**src/rtl/core/ttsq_pkg.sv**
```systemverilog
// Shared types, constants and elaboration-time helpers for the turn-to-heading
// sequencer. No dependencies; every other file in rtl/core uses this package.
`default_nettype none

package ttsq_pkg;

  // Default angle format: Q16 radians.
  localparam int unsigned ANGLE_FRAC_BITS_DEF = 16;

  // 2*pi with 24 fraction bits, the master constant for every angle format.
  localparam longint TWO_PI_24 = 64'd105414357;

  // Number of ticks spent in the reverse braking phase.
  localparam logic [7:0] BRAKE_TICKS = 8'd15;

  // Remainder steps done between two pipeline registers of the modulo unit.
  localparam int STEPS_PER_STAGE = 2;

  // Item opcodes.
  localparam logic OP_TICK  = 1'b0;
  localparam logic OP_START = 1'b1;

  // Turn modes. Mode three behaves as the shorter way.
  localparam logic [1:0] MODE_CW        = 2'd0;
  localparam logic [1:0] MODE_CCW       = 2'd1;
  localparam logic [1:0] MODE_SHORT     = 2'd2;
  localparam logic [1:0] MODE_SHORT_ALT = 2'd3;

  // Configuration register indexes.
  localparam int CFG_IDX_W  = 2;
  localparam int CFG_DATA_W = 18;
  localparam logic [CFG_IDX_W-1:0] REG_FULL_RATIO  = 2'd0;
  localparam logic [CFG_IDX_W-1:0] REG_COAST_POWER = 2'd1;
  localparam logic [CFG_IDX_W-1:0] REG_STOP_OFFSET = 2'd2;
  localparam logic [CFG_IDX_W-1:0] REG_HARSH_STOP  = 2'd3;

  // Configuration reset values.
  localparam logic [8:0]  FULL_RATIO_RST  = 9'd192;
  localparam logic [6:0]  COAST_POWER_RST = 7'd30;
  localparam logic [17:0] STOP_OFFSET_RST = 18'd0;
  localparam logic        HARSH_STOP_RST  = 1'b0;

  // Input item.
  typedef struct packed {
    logic               opcode;
    logic signed [31:0] heading;
    logic signed [31:0] target_angle;
    logic [1:0]         turn_mode;
  } in_item_t;

  // Result item.
  typedef struct packed {
    logic signed [7:0] left_drive;
    logic signed [7:0] right_drive;
    logic              busy_res;
    logic              done_res;
  } out_item_t;

  // Fields of an item that travel down the pipeline unchanged.
  typedef struct packed {
    logic               opcode;
    logic signed [31:0] heading;
    logic [1:0]         turn_mode;
  } ctx_t;

  // Configuration registers as seen by the datapath.
  typedef struct packed {
    logic [8:0]  full_ratio;
    logic [6:0]  coast_power;
    logic [17:0] stop_offset;
    logic        harsh_stop;
  } cfg_t;

  // 2*pi rounded to nearest in the given angle format.
  function automatic longint two_pi_q(input int frac);
    return (((TWO_PI_24 * 2) >>> (24 - frac)) + 1) >>> 1;
  endfunction

  // pi rounded to nearest in the given angle format.
  function automatic longint pi_q(input int frac);
    return ((TWO_PI_24 >>> (24 - frac)) + 1) >>> 1;
  endfunction

  // Bits needed for an angle in [0, 2*pi].
  function automatic int turn_width(input int frac);
    return $clog2(two_pi_q(frac));
  endfunction

  // Number of shifted subtract steps that reduce any 32-bit magnitude below c.
  function automatic int reduce_steps(input longint c);
    int n;
    n = 0;
    for (int i = 0; i < 40; i++) begin
      if ((c << i) <= 64'hFFFF_FFFF) n = i + 1;
    end
    return n;
  endfunction

  // Subtrahend c * 2^j for one remainder step.
  function automatic logic [31:0] sub_const(input longint c, input int j);
    logic [63:0] v;
    v = 64'(c) << j;
    return (j >= 0) ? v[31:0] : 32'd0;
  endfunction

  // Saturate a 34-bit signed sum to the signed 32-bit range.
  function automatic logic signed [31:0] sat32(input logic signed [33:0] v);
    logic signed [33:0] smax;
    logic signed [33:0] smin;
    smax = 34'sh0_7FFF_FFFF;
    smin = 34'sh3_8000_0000;
    if (v > smax) return 32'sh7FFF_FFFF;
    else if (v < smin) return 32'sh8000_0000;
    else return v[31:0];
  endfunction

endpackage

`default_nettype wire

```
**src/rtl/core/turn_to_heading_sequencer_core.sv**
```systemverilog
// Top level of the turn-to-heading sequencer: configuration registers and the
// modulo, planning and phase pipelines. Depends on ttsq_pkg, ttsq_reduce,
// ttsq_plan and ttsq_seq.
//
// Usage: a start item (opcode 1) gives a target angle and a turn mode; tick
// items (opcode 0) bring heading samples. Every item yields exactly one result
// item with the left and right drive commands, busy and done flags.
// Both channels use valid/stall: an item moves at a clock edge where valid is
// high and stall is low. The configuration port writes one register per cycle
// with cfg_we, cfg_index and cfg_wdata; write it only while the block is idle.
// Throughput: one item per cycle while out_stall is low. From acceptance an item
// passes the entry register and the magnitude registers of the modulo-2*pi pipeline
// (one for |diff| and one per group of the shifted subtracts that a 32-bit
// difference needs), then the planning registers and the result register.
// Every stage holds an item until the next stage is free, so bubbles close up
// and input is still taken while a result waits under out_stall; once all
// stages are full, in_stall follows out_stall in the same cycle.
// Reset (rst_n low, synchronous) empties the pipeline, puts the turn state in
// idle and loads the configuration reset values.
`default_nettype none

module turn_to_heading_sequencer_core #(
  parameter int ANGLE_FRAC_BITS = ttsq_pkg::ANGLE_FRAC_BITS_DEF
) (
  input  logic                              clk,
  input  logic                              rst_n,
  input  logic                              in_valid,
  output logic                              in_stall,
  input  ttsq_pkg::in_item_t                in_data,
  output logic                              out_valid,
  input  logic                              out_stall,
  output ttsq_pkg::out_item_t               out_data,
  input  logic                              cfg_we,
  input  logic [ttsq_pkg::CFG_IDX_W-1:0]    cfg_index,
  input  logic [ttsq_pkg::CFG_DATA_W-1:0]   cfg_wdata
);

  localparam int TW = ttsq_pkg::turn_width(ANGLE_FRAC_BITS);

  ttsq_pkg::cfg_t     cfg_r;

  logic               red_in_ready;
  logic               red_valid;
  logic               red_ready;
  ttsq_pkg::ctx_t     red_ctx;
  logic               red_neg;
  logic [TW-1:0]      red_rem;

  logic               plan_valid;
  logic               plan_ready;
  ttsq_pkg::ctx_t     plan_ctx;
  logic               plan_cw;
  logic signed [31:0] plan_fpe;
  logic signed [31:0] plan_goal;

  // Configuration registers.
  always_ff @(posedge clk) begin
    if (!rst_n) begin
      cfg_r.full_ratio  <= ttsq_pkg::FULL_RATIO_RST;
      cfg_r.coast_power <= ttsq_pkg::COAST_POWER_RST;
      cfg_r.stop_offset <= ttsq_pkg::STOP_OFFSET_RST;
      cfg_r.harsh_stop  <= ttsq_pkg::HARSH_STOP_RST;
    end else if (cfg_we) begin
      unique case (cfg_index)
        ttsq_pkg::REG_FULL_RATIO:  cfg_r.full_ratio  <= cfg_wdata[8:0];
        ttsq_pkg::REG_COAST_POWER: cfg_r.coast_power <= cfg_wdata[6:0];
        ttsq_pkg::REG_STOP_OFFSET: cfg_r.stop_offset <= cfg_wdata[17:0];
        ttsq_pkg::REG_HARSH_STOP:  cfg_r.harsh_stop  <= cfg_wdata[0];
        default: ;
      endcase
    end
  end

  // Modulo-2*pi reduction of target minus heading.
  ttsq_reduce #(
    .ANGLE_FRAC_BITS (ANGLE_FRAC_BITS)
  ) u_reduce (
    .clk       (clk),
    .rst_n     (rst_n),
    .in_valid  (in_valid),
    .in_ready  (red_in_ready),
    .in_item   (in_data),
    .out_valid (red_valid),
    .out_ready (red_ready),
    .out_ctx   (red_ctx),
    .out_neg   (red_neg),
    .out_rem   (red_rem)
  );

  assign in_stall = !red_in_ready;

  // Direction, goal and end point.
  ttsq_plan #(
    .ANGLE_FRAC_BITS (ANGLE_FRAC_BITS)
  ) u_plan (
    .clk       (clk),
    .rst_n     (rst_n),
    .cfg       (cfg_r),
    .in_valid  (red_valid),
    .in_ready  (red_ready),
    .in_ctx    (red_ctx),
    .in_neg    (red_neg),
    .in_rem    (red_rem),
    .out_valid (plan_valid),
    .out_ready (plan_ready),
    .out_ctx   (plan_ctx),
    .out_cw    (plan_cw),
    .out_fpe   (plan_fpe),
    .out_goal  (plan_goal)
  );

  // Phase sequencing and result register.
  ttsq_seq u_seq (
    .clk       (clk),
    .rst_n     (rst_n),
    .cfg       (cfg_r),
    .in_valid  (plan_valid),
    .in_ready  (plan_ready),
    .in_ctx    (plan_ctx),
    .in_cw     (plan_cw),
    .in_fpe    (plan_fpe),
    .in_goal   (plan_goal),
    .out_valid (out_valid),
    .out_stall (out_stall),
    .out_data  (out_data)
  );

  // A finishing item never reports busy and always commands zero drive.
  a_done_stops: assert property (@(posedge clk) disable iff (!rst_n)
    out_valid && out_data.done_res |-> !out_data.busy_res && out_data.left_drive == 8'sd0)
    else $error("done result with busy set or nonzero drive");

  // The two sides always turn against each other.
  a_mirror: assert property (@(posedge clk) disable iff (!rst_n)
    out_valid |-> out_data.right_drive == -out_data.left_drive)
    else $error("right drive is not the negated left drive");

  // With the result side free, every stage moves, so the input is never held.
  a_flow: assert property (@(posedge clk) disable iff (!rst_n)
    !out_stall |-> !in_stall)
    else $error("input stalled while the result side is free");

endmodule

`default_nettype wire

```
**src/rtl/core/ttsq_reduce.sv**
```systemverilog
// Pipelined modulo unit: reduces the magnitude of target minus heading modulo 2*pi and passes its sign on.
// Depends on ttsq_pkg for types and angle constants.
`default_nettype none

module ttsq_reduce #(
  parameter int ANGLE_FRAC_BITS = ttsq_pkg::ANGLE_FRAC_BITS_DEF
) (
  input  logic                  clk,
  input  logic                  rst_n,
  input  logic                  in_valid,
  output logic                  in_ready,
  input  ttsq_pkg::in_item_t    in_item,
  output logic                  out_valid,
  input  logic                  out_ready,
  output ttsq_pkg::ctx_t        out_ctx,
  output logic                  out_neg,
  output logic [ttsq_pkg::turn_width(ANGLE_FRAC_BITS)-1:0] out_rem
);

  localparam longint CQ    = ttsq_pkg::two_pi_q(ANGLE_FRAC_BITS);
  localparam int     TW    = ttsq_pkg::turn_width(ANGLE_FRAC_BITS);
  localparam int     NSTEP = ttsq_pkg::reduce_steps(CQ);
  localparam int     SPS   = ttsq_pkg::STEPS_PER_STAGE;
  localparam int     NST   = (NSTEP + SPS - 1) / SPS;

  // Entry stage: the item and the signed 33-bit difference.
  logic                  a_v_r;
  ttsq_pkg::ctx_t        a_ctx_r;
  logic signed [32:0]    a_diff_r;
  logic signed [32:0]    a_diff_nxt;
  logic signed [32:0]    a_neg_diff;
  logic                  a_rdy;

  // Magnitude stages: stage 0 holds |diff|, stage k after k groups of steps.
  logic [NST:0]          b_v_r;
  logic [NST:0]          b_neg_r;
  ttsq_pkg::ctx_t        b_ctx_r [NST+1];
  logic [31:0]           b_mag_r [NST+1];
  logic [NST:0]          b_rdy;

  assign a_diff_nxt = 33'(in_item.target_angle) - 33'(in_item.heading);
  assign a_neg_diff = -a_diff_r;
  assign a_rdy      = !a_v_r || b_rdy[0];
  assign in_ready   = a_rdy;

  // Entry register.
  always_ff @(posedge clk) begin
    if (!rst_n) begin
      a_v_r <= 1'b0;
    end else if (a_rdy) begin
      a_v_r <= in_valid;
    end
  end

  always_ff @(posedge clk) begin
    if (a_rdy && in_valid) begin
      a_ctx_r.opcode    <= in_item.opcode;
      a_ctx_r.heading   <= in_item.heading;
      a_ctx_r.turn_mode <= in_item.turn_mode;
      a_diff_r          <= a_diff_nxt;
    end
  end

  for (genvar k = 0; k <= NST; k++) begin : g_stage
    logic           v_in;
    logic           neg_in;
    ttsq_pkg::ctx_t ctx_in;
    logic [31:0]    mag_in;
    logic           rdy_next;

    if (k == 0) begin : g_abs
      // Magnitude of the difference; the sign is kept for the correction.
      assign v_in   = a_v_r;
      assign neg_in = a_diff_r[32];
      assign ctx_in = a_ctx_r;
      assign mag_in = a_diff_r[32] ? a_neg_diff[31:0] : a_diff_r[31:0];
    end else begin : g_sub
      localparam int BASE = NSTEP - 1 - (k - 1) * SPS;
      logic [31:0] m_c;

      // Restoring remainder steps against 2*pi shifted left by j.
      always_comb begin
        m_c = b_mag_r[k-1];
        for (int s = 0; s < SPS; s++) begin
          if (BASE - s >= 0) begin
            if (m_c >= ttsq_pkg::sub_const(CQ, BASE - s)) begin
              m_c = m_c - ttsq_pkg::sub_const(CQ, BASE - s);
            end
          end
        end
      end

      assign v_in   = b_v_r[k-1];
      assign neg_in = b_neg_r[k-1];
      assign ctx_in = b_ctx_r[k-1];
      assign mag_in = m_c;
    end

    if (k == NST) begin : g_last
      assign rdy_next = out_ready;
    end else begin : g_mid
      assign rdy_next = b_rdy[k+1];
    end

    assign b_rdy[k] = !b_v_r[k] || rdy_next;

    // Stage register.
    always_ff @(posedge clk) begin
      if (!rst_n) begin
        b_v_r[k] <= 1'b0;
      end else if (b_rdy[k]) begin
        b_v_r[k] <= v_in;
      end
    end

    always_ff @(posedge clk) begin
      if (b_rdy[k] && v_in) begin
        b_neg_r[k] <= neg_in;
        b_ctx_r[k] <= ctx_in;
        b_mag_r[k] <= mag_in;
      end
    end
  end

  assign out_valid = b_v_r[NST];
  assign out_ctx   = b_ctx_r[NST];
  assign out_neg   = b_neg_r[NST];
  assign out_rem   = b_mag_r[NST][TW-1:0];

endmodule

`default_nettype wire

```
**src/rtl/core/ttsq_plan.sv**
```systemverilog
// Turn planning pipeline: direction, turn size, goal and full-power end point.
// Depends on ttsq_pkg; fed by ttsq_reduce.
`default_nettype none

module ttsq_plan #(
  parameter int ANGLE_FRAC_BITS = ttsq_pkg::ANGLE_FRAC_BITS_DEF
) (
  input  logic                      clk,
  input  logic                      rst_n,
  input  ttsq_pkg::cfg_t            cfg,
  input  logic                      in_valid,
  output logic                      in_ready,
  input  ttsq_pkg::ctx_t            in_ctx,
  input  logic                      in_neg,
  input  logic [ttsq_pkg::turn_width(ANGLE_FRAC_BITS)-1:0] in_rem,
  output logic                      out_valid,
  input  logic                      out_ready,
  output ttsq_pkg::ctx_t            out_ctx,
  output logic                      out_cw,
  output logic signed [31:0]        out_fpe,
  output logic signed [31:0]        out_goal
);

  localparam int TW = ttsq_pkg::turn_width(ANGLE_FRAC_BITS);
  localparam logic [TW-1:0] C_T  = TW'(ttsq_pkg::two_pi_q(ANGLE_FRAC_BITS));
  localparam logic [TW-1:0] PI_T = TW'(ttsq_pkg::pi_q(ANGLE_FRAC_BITS));

  // Stage 0: the chosen direction and the wrapped turn in that direction.
  logic               p0_v_r;
  ttsq_pkg::ctx_t     p0_ctx_r;
  logic               p0_cw_r;
  logic [TW-1:0]      p0_turn_r;
  logic               p0_rdy;
  logic [TW-1:0]      c_minus;
  logic               rem_nz;
  logic [TW-1:0]      cw_turn;
  logic [TW-1:0]      ccw_turn;
  logic               p0_cw_nxt;
  logic [TW-1:0]      p0_turn_nxt;

  // Stage 1: scaled turn for the full-power end point.
  logic               p1_v_r;
  ttsq_pkg::ctx_t     p1_ctx_r;
  logic               p1_cw_r;
  logic [TW-1:0]      p1_turn_r;
  logic [TW:0]        p1_scaled_r;
  logic               p1_rdy;
  logic [TW+8:0]      prod;

  // Stage 2: saturated goal and end point.
  logic               p2_v_r;
  ttsq_pkg::ctx_t     p2_ctx_r;
  logic               p2_cw_r;
  logic signed [31:0] p2_goal_r;
  logic signed [31:0] p2_fpe_r;
  logic               p2_rdy;
  logic signed [33:0] h34;
  logic signed [33:0] turn34;
  logic signed [33:0] scaled34;
  logic signed [33:0] goal_sum;
  logic signed [33:0] fpe_sum;

  assign p2_rdy   = !p2_v_r || out_ready;
  assign p1_rdy   = !p1_v_r || p2_rdy;
  assign p0_rdy   = !p0_v_r || p1_rdy;
  assign in_ready = p0_rdy;

  // Both wrapped differences come from one remainder and its complement.
  assign c_minus  = C_T - in_rem;
  assign rem_nz   = (in_rem != '0);
  assign cw_turn  = (in_neg && rem_nz) ? c_minus : in_rem;
  assign ccw_turn = (!in_neg && rem_nz) ? c_minus : in_rem;

  always_comb begin
    case (in_ctx.turn_mode)
      ttsq_pkg::MODE_CW:  p0_cw_nxt = 1'b1;
      ttsq_pkg::MODE_CCW: p0_cw_nxt = 1'b0;
      default:            p0_cw_nxt = !(cw_turn > PI_T);
    endcase
    p0_turn_nxt = p0_cw_nxt ? cw_turn : ccw_turn;
  end

  always_ff @(posedge clk) begin
    if (!rst_n) begin
      p0_v_r <= 1'b0;
    end else if (p0_rdy) begin
      p0_v_r <= in_valid;
    end
  end

  always_ff @(posedge clk) begin
    if (p0_rdy && in_valid) begin
      p0_ctx_r  <= in_ctx;
      p0_cw_r   <= p0_cw_nxt;
      p0_turn_r <= p0_turn_nxt;
    end
  end

  // Turn times full_ratio, Q8 result floored.
  assign prod = (TW+9)'(p0_turn_r) * (TW+9)'(cfg.full_ratio);

  always_ff @(posedge clk) begin
    if (!rst_n) begin
      p1_v_r <= 1'b0;
    end else if (p1_rdy) begin
      p1_v_r <= p0_v_r;
    end
  end

  always_ff @(posedge clk) begin
    if (p1_rdy && p0_v_r) begin
      p1_ctx_r    <= p0_ctx_r;
      p1_cw_r     <= p0_cw_r;
      p1_turn_r   <= p0_turn_r;
      p1_scaled_r <= prod[TW+8:8];
    end
  end

  // Goal and end point on the side of the chosen direction.
  assign h34      = 34'(p1_ctx_r.heading);
  assign turn34   = $signed(34'(p1_turn_r));
  assign scaled34 = $signed(34'(p1_scaled_r));
  assign goal_sum = p1_cw_r ? (h34 + turn34) : (h34 - turn34);
  assign fpe_sum  = p1_cw_r ? (h34 + scaled34) : (h34 - scaled34);

  always_ff @(posedge clk) begin
    if (!rst_n) begin
      p2_v_r <= 1'b0;
    end else if (p2_rdy) begin
      p2_v_r <= p1_v_r;
    end
  end

  always_ff @(posedge clk) begin
    if (p2_rdy && p1_v_r) begin
      p2_ctx_r  <= p1_ctx_r;
      p2_cw_r   <= p1_cw_r;
      p2_goal_r <= ttsq_pkg::sat32(goal_sum);
      p2_fpe_r  <= ttsq_pkg::sat32(fpe_sum);
    end
  end

  assign out_valid = p2_v_r;
  assign out_ctx   = p2_ctx_r;
  assign out_cw    = p2_cw_r;
  assign out_fpe   = p2_fpe_r;
  assign out_goal  = p2_goal_r;

endmodule

`default_nettype wire

```
**src/rtl/core/ttsq_seq.sv**
```systemverilog
// Turn phase sequencer and result register: holds the turn state and builds
// the drive command for each item. Depends on ttsq_pkg; fed by ttsq_plan.
`default_nettype none

module ttsq_seq (
  input  logic                 clk,
  input  logic                 rst_n,
  input  ttsq_pkg::cfg_t       cfg,
  input  logic                 in_valid,
  output logic                 in_ready,
  input  ttsq_pkg::ctx_t       in_ctx,
  input  logic                 in_cw,
  input  logic signed [31:0]   in_fpe,
  input  logic signed [31:0]   in_goal,
  output logic                 out_valid,
  input  logic                 out_stall,
  output ttsq_pkg::out_item_t  out_data
);

  localparam logic [1:0] PH_IDLE  = 2'd0;
  localparam logic [1:0] PH_FULL  = 2'd1;
  localparam logic [1:0] PH_COAST = 2'd2;
  localparam logic [1:0] PH_BRAKE = 2'd3;

  // Turn state.
  logic [1:0]          phase_r;
  logic [1:0]          phase_nxt;
  logic                cw_r;
  logic                cw_nxt;
  logic signed [31:0]  fpe_r;
  logic signed [31:0]  fpe_nxt;
  logic signed [31:0]  goal_r;
  logic signed [31:0]  goal_nxt;
  logic [7:0]          brake_cnt_r;
  logic [7:0]          brake_cnt_nxt;

  // Result register.
  logic                out_v_r;
  ttsq_pkg::out_item_t out_r;
  ttsq_pkg::out_item_t out_nxt;

  logic                take;
  logic                idle_tick;
  logic                finish;
  logic signed [32:0]  h33;
  logic signed [32:0]  off33;
  logic signed [32:0]  thr_c;
  logic signed [7:0]   coast_drv;
  logic signed [7:0]   left_c;

  assign in_ready = !out_v_r || !out_stall;
  assign take     = in_valid && in_ready;
  assign h33      = 33'(in_ctx.heading);
  assign off33    = $signed({15'd0, cfg.stop_offset});
  assign coast_drv = $signed({1'b0, cfg.coast_power});

  // Phase checks in order: start, full, brake countdown, coast.
  always_comb begin
    phase_nxt     = phase_r;
    cw_nxt        = cw_r;
    fpe_nxt       = fpe_r;
    goal_nxt      = goal_r;
    brake_cnt_nxt = brake_cnt_r;
    idle_tick     = 1'b0;
    finish        = 1'b0;
    thr_c         = '0;

    if (in_ctx.opcode == ttsq_pkg::OP_START) begin
      phase_nxt = PH_FULL;
      cw_nxt    = in_cw;
      fpe_nxt   = in_fpe;
      goal_nxt  = in_goal;
    end else if (phase_r == PH_IDLE) begin
      idle_tick = 1'b1;
    end

    if (!idle_tick) begin
      if (phase_nxt == PH_FULL) begin
        if (!(cw_nxt ? (in_ctx.heading < fpe_nxt) : (in_ctx.heading > fpe_nxt))) begin
          phase_nxt = PH_COAST;
        end
      end else if (phase_nxt == PH_BRAKE) begin
        brake_cnt_nxt = brake_cnt_nxt - 8'd1;
        if (brake_cnt_nxt == 8'd0) begin
          phase_nxt = PH_IDLE;
          finish    = 1'b1;
        end
      end

      // The coast threshold uses the stop offset in force for this item.
      if (phase_nxt == PH_COAST) begin
        thr_c = cw_nxt ? (33'(goal_nxt) - off33) : (33'(goal_nxt) + off33);
        if (!(cw_nxt ? (h33 < thr_c) : (h33 > thr_c))) begin
          if (cfg.harsh_stop) begin
            phase_nxt     = PH_BRAKE;
            brake_cnt_nxt = ttsq_pkg::BRAKE_TICKS;
          end else begin
            phase_nxt = PH_IDLE;
            finish    = 1'b1;
          end
        end
      end
    end
  end

  // Drive command for the phase the item leaves the block in.
  always_comb begin
    unique case (phase_nxt)
      PH_FULL:  left_c = cw_nxt ? 8'sd127 : -8'sd127;
      PH_COAST: left_c = cw_nxt ? coast_drv : -coast_drv;
      PH_BRAKE: left_c = cw_nxt ? -8'sd20 : 8'sd20;
      default:  left_c = 8'sd0;
    endcase
    if (idle_tick || finish) begin
      left_c = 8'sd0;
    end
    out_nxt.left_drive  = left_c;
    out_nxt.right_drive = -left_c;
    out_nxt.busy_res    = !(idle_tick || finish);
    out_nxt.done_res    = finish;
  end

  always_ff @(posedge clk) begin
    if (!rst_n) begin
      phase_r     <= PH_IDLE;
      cw_r        <= 1'b0;
      brake_cnt_r <= 8'd0;
      out_v_r     <= 1'b0;
    end else begin
      if (take) begin
        phase_r     <= phase_nxt;
        cw_r        <= cw_nxt;
        brake_cnt_r <= brake_cnt_nxt;
      end
      if (in_ready) begin
        out_v_r <= in_valid;
      end
    end
  end

  always_ff @(posedge clk) begin
    if (take) begin
      fpe_r  <= fpe_nxt;
      goal_r <= goal_nxt;
      out_r  <= out_nxt;
    end
  end

  assign out_valid = out_v_r;
  assign out_data  = out_r;

endmodule

`default_nettype wire

```
**config.mk**
```make
export PLATFORM = sky130hd
export DESIGN_NAME = turn_to_heading_sequencer_core
export DESIGN_NICKNAME = d
export VERILOG_FILES = /design/src/rtl/core/ttsq_pkg.sv /design/src/rtl/core/turn_to_heading_sequencer_core.sv /design/src/rtl/core/ttsq_reduce.sv /design/src/rtl/core/ttsq_plan.sv /design/src/rtl/core/ttsq_seq.sv
export SDC_FILE = /design/constraint.sdc
export NUM_CORES = 2
export LEC_CHECK = 0
export ABC_AREA = 1
export CELL_PAD_IN_SITES_DETAIL_PLACEMENT = 1
export CELL_PAD_IN_SITES_GLOBAL_PLACEMENT = 2
export CORE_MARGIN = 2
export CORE_UTILIZATION = 41
export DETAILED_ROUTE_END_ITERATION = 7
export DONT_BUFFER_PORTS = 1
export PLACE_DENSITY_LB_ADDON = 0.2
export SETUP_SLACK_MARGIN = 0.5
export SKIP_LAST_GASP = 1
export SLEW_MARGIN = 20
export SYNTH_ARGS = -nofsm -noshare
export SYNTH_HDL_FRONTEND = slang
export SYNTH_SLANG_ARGS = --single-unit
```
**constraint.sdc**
```tcl
create_clock -name clk -period 8.05 [get_ports clk]
set_input_delay 0.4025 -clock clk [delete_from_list [all_inputs] [get_ports clk]]
set_output_delay 0.4025 -clock clk [all_outputs]
set_load 0.02 [all_outputs]
```
* Word level (Yosys, flattened, before mapping)
Memories as Yosys holds them, arrays and structs flattened.
Cells that the tools add are included.
** Operators by class
- Muxes and demuxes :: 74
- Reduce and logical (&&, ||, !) cells :: 57
- Eq/ne operators :: 10
- $mul :: 1
- $add $sub $neg :: 26
- Magnitude comparators :: 23
- Bitwise logic cells :: 1
** Operators with widths (count)
- $mux 32 :: 19
- $mux 8 :: 9
- $gt 34x32->1 const B :: 2
- $lt 34x32->1 const B :: 2
- $mux 34 :: 2
- $mux 19 :: 3
- $add 32x19->33 :: 1
- $add 32x20->33 :: 1
- $add 32x21->33 :: 1
- $gt 32x33->1 :: 1
- $lt 32x33->1 :: 1
- $mux 33 :: 1
- $sub 32x19->33 :: 1
- $sub 32x20->33 :: 1
- $sub 32x21->33 :: 1
- $sub 32x32->33 :: 1
- $ge 32x19->1 const B :: 1
- $ge 32x20->1 const B :: 1
- $ge 32x21->1 const B :: 1
- $ge 32x22->1 const B :: 1
- $ge 32x23->1 const B :: 1
- $ge 32x24->1 const B :: 1
- $ge 32x25->1 const B :: 1
- $ge 32x26->1 const B :: 1
- 43 further kinds :: 137
** Word-level totals
- Input port bits :: 92
- Memories :: 2
- Word-level logic and storage cells :: 246
- Register bits :: 441
- Memory bits (writable) :: 536
- Output and inout bits :: 20
** Memory list
- u_reduce.b_ctx_r :: words 8, width 35, read ports 8, clocked after Yosys merged registers in 0, write ports 8, line ttsq_reduce.sv:37 : ttsq_pkg::ctx_t b_ctx_r [NST+1];
- u_reduce.b_mag_r :: words 8, width 32, read ports 8, clocked after Yosys merged registers in 0, write ports 8, line ttsq_reduce.sv:38 : logic [31:0] b_mag_r [NST+1];

* Depth between registers and ports, before layout
- Word-level depth :: 16
- Depth in mapped cells :: 47
- Mapped depth without buffers :: 47

* Modules after synthesis
A second synthesis with hierarchy kept.
** Unflattened totals
- Cells, all modules :: 8030
- Area total of the unflattened synthesis :: 65907.0 µm²
** Modules (own cells, without submodules)
- ttsq_reduce :: area each 37260.7 µm², instances 1, cells an instance 4529, sequential area each 18167.4 µm²
- ttsq_plan :: area each 18859.3 µm², instances 1, cells an instance 2210, sequential area each 6966.7 µm²
- ttsq_seq :: area each 8301.7 µm², instances 1, cells an instance 1073, sequential area each 2672.6 µm²
- turn_to_heading_sequencer_core :: area each 1485.2 µm², instances 1, cells an instance 218, sequential area each 700.7 µm²

* Worst setup path before layout
Ideal clock, no wire load.
- Kind :: register -> register
- Start point :: register u_plan.p2_ctx_r (netlist bit u_plan.out_ctx[34])
- End point :: register u_seq.out_r (netlist bit u_seq.out_data[8]) (data pin)
- Data arrival time :: 6.459 ns
- Required time :: 7.796 ns
- Library setup time :: 0.254 ns
- Path buffers :: 2
- Setup slack :: 1.337 ns
- Cell stages (with the launch flop) :: 45
- Clock period less this slack :: 6.713 ns
- Path through :: edfxtp_1 -> inv_1 -> or2_2 -> o21ai_1 -> clkbuf_1 -> clkbuf_1 -> nand2_1 -> xor2_1 -> ha_1 -> nand3b_1 -> nand2_1 -> a21oi_1 -> o21ai_0 -> a21boi_0 -> o21ai_0 -> a21boi_0 -> o21ai_0 -> a21boi_0 -> [... 9 more ...] -> nand3_1 -> nand2_1 -> nor2_1 -> nand3_1 -> nand3_1 -> nand2_1 -> nand2_1 -> o21ai_0 -> inv_1 -> nand2_1 -> o21ai_0 -> inv_1 -> ha_1 -> nand2_1 -> nor2_1 -> nand3_1 -> nand3_1 -> nand2_1
** RTL lines
- from (decl) :: line ttsq_plan.sv:52 : ttsq_pkg::ctx_t p2_ctx_r;
- from (signal assigned) :: line ttsq_plan.sv:136 : p2_ctx_r <= p1_ctx_r;
- to (signal assigned) :: line ttsq_seq.sv:145 : out_r <= out_nxt;
- to (decl) :: line ttsq_seq.sv:39 : ttsq_pkg::out_item_t out_r;

==> impl_metrics.yaml <==
status:
  status: "finished, final reports clean"
placed_design:
  placement.io_buffers: 0
  preCtsSetupSlack_ns: 0.0117
  dp_cells: 8582
  place_area_um2: 62400
  place.gp.congestion: 0.854
  dp_hpwl_um: 127000
power:
  p_leak_uw: 0.0281
  switching_share: 0.259
  p_total_uw: 12200
  seq_power_share: 0.467
  p_comb_frac: 0.121
  clock_power_share: 0.412
  p_int_uw: 9060
  cellPowerDensity_nw_per_um2: 183
  max-vdd-ir-drop_v: 0.000205
  netSwitchingPower_uw: 3170
floorplan:
  ioPinCount: 112
  start_util: 0.411
  rows: 141
  dieArea_um2: 151000
  coreArea_um2: 147000
  dieWidth_um: 388
  die_h_um: 388
worst_setup_path:
  critical_path_class: "reg2reg"
  end_kind: "flop"
  crit_family: "simple AND/OR/NAND/NOR gates"
  cp_data_arrival_time_ns: 7.46
  required_ns: 8.51
  crit_path_max_fanout: 9
  r2r_end: "u_seq.out_data[6]"
  path_buf_inv: 6
  r2r-start: "u_plan.out_ctx[34]"
  rr_worst_depth: 46
  crit_path_start_kind: "flop"
  ff2ff_setup_slack_ns: 1.05
  crit_slowest_cell: "edfxtp_1"
  cpMostUsedCell: "nand2_1"
  slowest_delay_ns: 0.40
finish:
  fin_nets: 7312
  postLayoutCellArea_um2: 66900
  area_growth_pct: 10.5
  drive_gt1_frac: 0.0729
  final_cells: 8865
hold_path:
  hold_path.startpoint: "in_data[33]"
  min_path_cells: 2
  hold_end: "u_reduce.a_diff_r[31]"
  holdCritPathClass: "in2reg"
timing:
  max_freq_mhz: 143
  worst_slew_pin_slew_ns: 1.13
  fin_crit_sh: 0.870
  rsz0062_at_grt: "no"
  slew_headroom: 0.246
  final.setup.worst_slack_ns: 1.05
  setup_viol: 0
  fin_skew_ns: 0.0683
  setup_tns_ns: 0
  final.min_clock_period_ns: 7.00
  drv_slew: 0
  hold_viol: 0
detailed_routing:
  vias: 45400
  drtIter0Drc: 2086
  route.top_layer_used: "met4"
  wl_per_cell_um: 18.6
  antenna_left: 0
  firstDrtPassIters: 5
  viasPerCell: 5.12
  met3_length_um: 4500
  drt-met1-wl_um: 77800
  route.met2.wl_um: 78800
  drc: 0
  totalWireLength_um: 165000
clock_network:
  clock_latency_ns: 0.75
  cts_buffers: 108
  cts_num_sinks: 963
  htreeDepth: 3
  path_clk_slew_ns: 0.06
  cts_tree: "done"
  cts-root-buf: "clkbuf_16"
  clk_path_buf_depth: 3
logic_synthesis:
  yosysMostFrequentCell: "nand2_1"
  avgSynthCellArea_um2: 8.95
  yosysTopAreaCellShare: 0.448
  yosys-top-cells-count: "nand2_1 (1,578), edfxtp_1 (904), inv_1 (897), nor2_1 (586), o21ai_0 (352)"
  synth_edf_count: 904
  synth_cells: 6767
  yosysSeqAreaShare: 0.468
  synth_top_area_cell: "edfxtp_1"
  mappedNetlistNets: 7243
  async_flop_share: 0
  ys_types: 75
  ys_ff_latch: 963
  synth_warnings: 0
  yosys-top-cells-area: "edfxtp_1 (45%), nand2_1 (9.8%), inv_1 (5.6%)"
  ys_dominant_reg_cell: "edfxtp_1"
  netlist_area_um2: 60500
grt:
  grt_pass1_vias: 47500
  grt-ovfl-total: 0
  antenna_found_initial: 9
  grt_pass1_wl_um: 263000
  grt_max_degree: 76
  track_usage: 0.219
job:
  drv_cap: 0
[metal layers]
metal,up-vias,track usage
met2,552,0.372
li1,22600,-
met3,210,0.0222
met1,22100,0.295
met4,0,0.0635
met5,-,0
[power groups by stage]
stage | sequential, µW | combinational [µW] | clock (µW)
floorplan | 5770 | 1110 | 0
finish | 5710 | 1480 | 5040
global placement | 5810 | 1400 | 0
global route | 5720 | 1700 | 5350
CTS | 5710 | 1490 | 5170
detailed placement | 5810 | 1430 | 0
[flip-flops by register name, summed over array words and instances (netlist names), 20 cells and up]
register and flops:
u_plan.out_goal 32, u_plan.p1_scaled_r 20, u_plan.out_fpe 32, u_plan.out_ctx 33, u_plan.p0_ctx_r 33, u_reduce.a_diff_r 33, cfg_r 35, u_reduce.a_ctx_r 35
u_seq.fpe_r 32, u_plan.h34 32, u_reduce.b_mag_r 243, u_reduce.b_ctx_r 280, u_seq.goal_r 32
[layout make-up]
| type | instances | area (µm²) |
|---|---|---|
| fillers | 17100 | 80300 |
| repair buffers | 101 | 956 |
| clock buffers | 142 | 2910 |
| clock inverters | 61 | 759 |
| diodes | 6 | 15.0 |
| inverters | 946 | 3560 |
| flip-flops and latches | 963 | 28300 |
| multi-input cells | 4716 | 27900 |
| well taps | 1930 | 2410 |
[logic make-up (layout without fill, tap and decap cells)]
| kind of cell | after synthesis | count (layout) | share of synthesized area |
|---|---|---|---|
| buffers and inverters | 1088 | 1250 | 0.0728 |
| AOI/OAI and AO/OA | 988 | 988 | 0.0923 |
| DFF | 963 | 963 | 0.468 |
| other | 0 | 6 | 0 |
| muxes | 1 | 1 | 0.000165 |
| adders and majority gates | 384 | 384 | 0.0946 |
| and+or+nand+nor | 2887 | 2887 | 0.205 |
| xor gates and xnor gates | 456 | 456 | 0.0676 |
[repair_timing]
action                                  in CTS  in global routing
gates resized for setup                      9                 27
endpoints found under the setup margin       7                  7
buffers inserted                             4                  0
endpoints found under the hold margin       79                  0
pin swaps                                    1                  0
hold buffers                                70                  0
[metrics by stage]
stage	hold WS, ns	utilization
after floorplan	0.400	-
after global placement	0.400	0.424
after detailed placement	0.405	0.424
after CTS	0.00176	0.454
after global routing	0.0607	0.454
final	0.0878	0.455
[worst max-delay path by stage]
stage,start,to,slack (ns),cells after the start
after CTS,u_plan.out_ctx[34],u_seq.out_data[8],0.52,43
final,u_plan.out_ctx[34],u_seq.out_data[6],1.05,46
after detailed placement,u_plan.out_ctx[34],u_seq.out_data[8],0.01,43
after global placement,u_plan.out_ctx[34],u_seq.out_data[8],0.25,43
after global routing,u_plan.out_ctx[34],u_seq.out_data[8],0.53,46
after floorplan,u_plan.out_ctx[34],u_seq.out_data[8],1.34,44
[cell usage in the layout (no fill, tap or decap), types with 59 or more instances in the layout]
| master | netlist | final |
|---|---|---|
| a21oi_1 | 325 | 320 |
| nor2_1 | 586 | 577 |
| nor3_1 | 91 | 91 |
| o21ai_1 | 90 | 88 |
| nand3_1 | 321 | 321 |
| fa_1 | 123 | 123 |
| dfxtp_1 | 59 | 59 |
| ha_1 | 261 | 260 |
| xor2_1 | 315 | 315 |
| edfxtp_1 | 904 | 904 |
| o21ai_0 | 352 | 345 |
| clkbuf_16 | 0 | 109 |
| dlygate4sd3_1 | 0 | 69 |
| xnor2_1 | 131 | 131 |
| inv_1 | 897 | 889 |
| nand4_1 | 84 | 84 |
| nand2_1 | 1578 | 1577 |
Note: power is estimated with default switching activity, not from simulation.
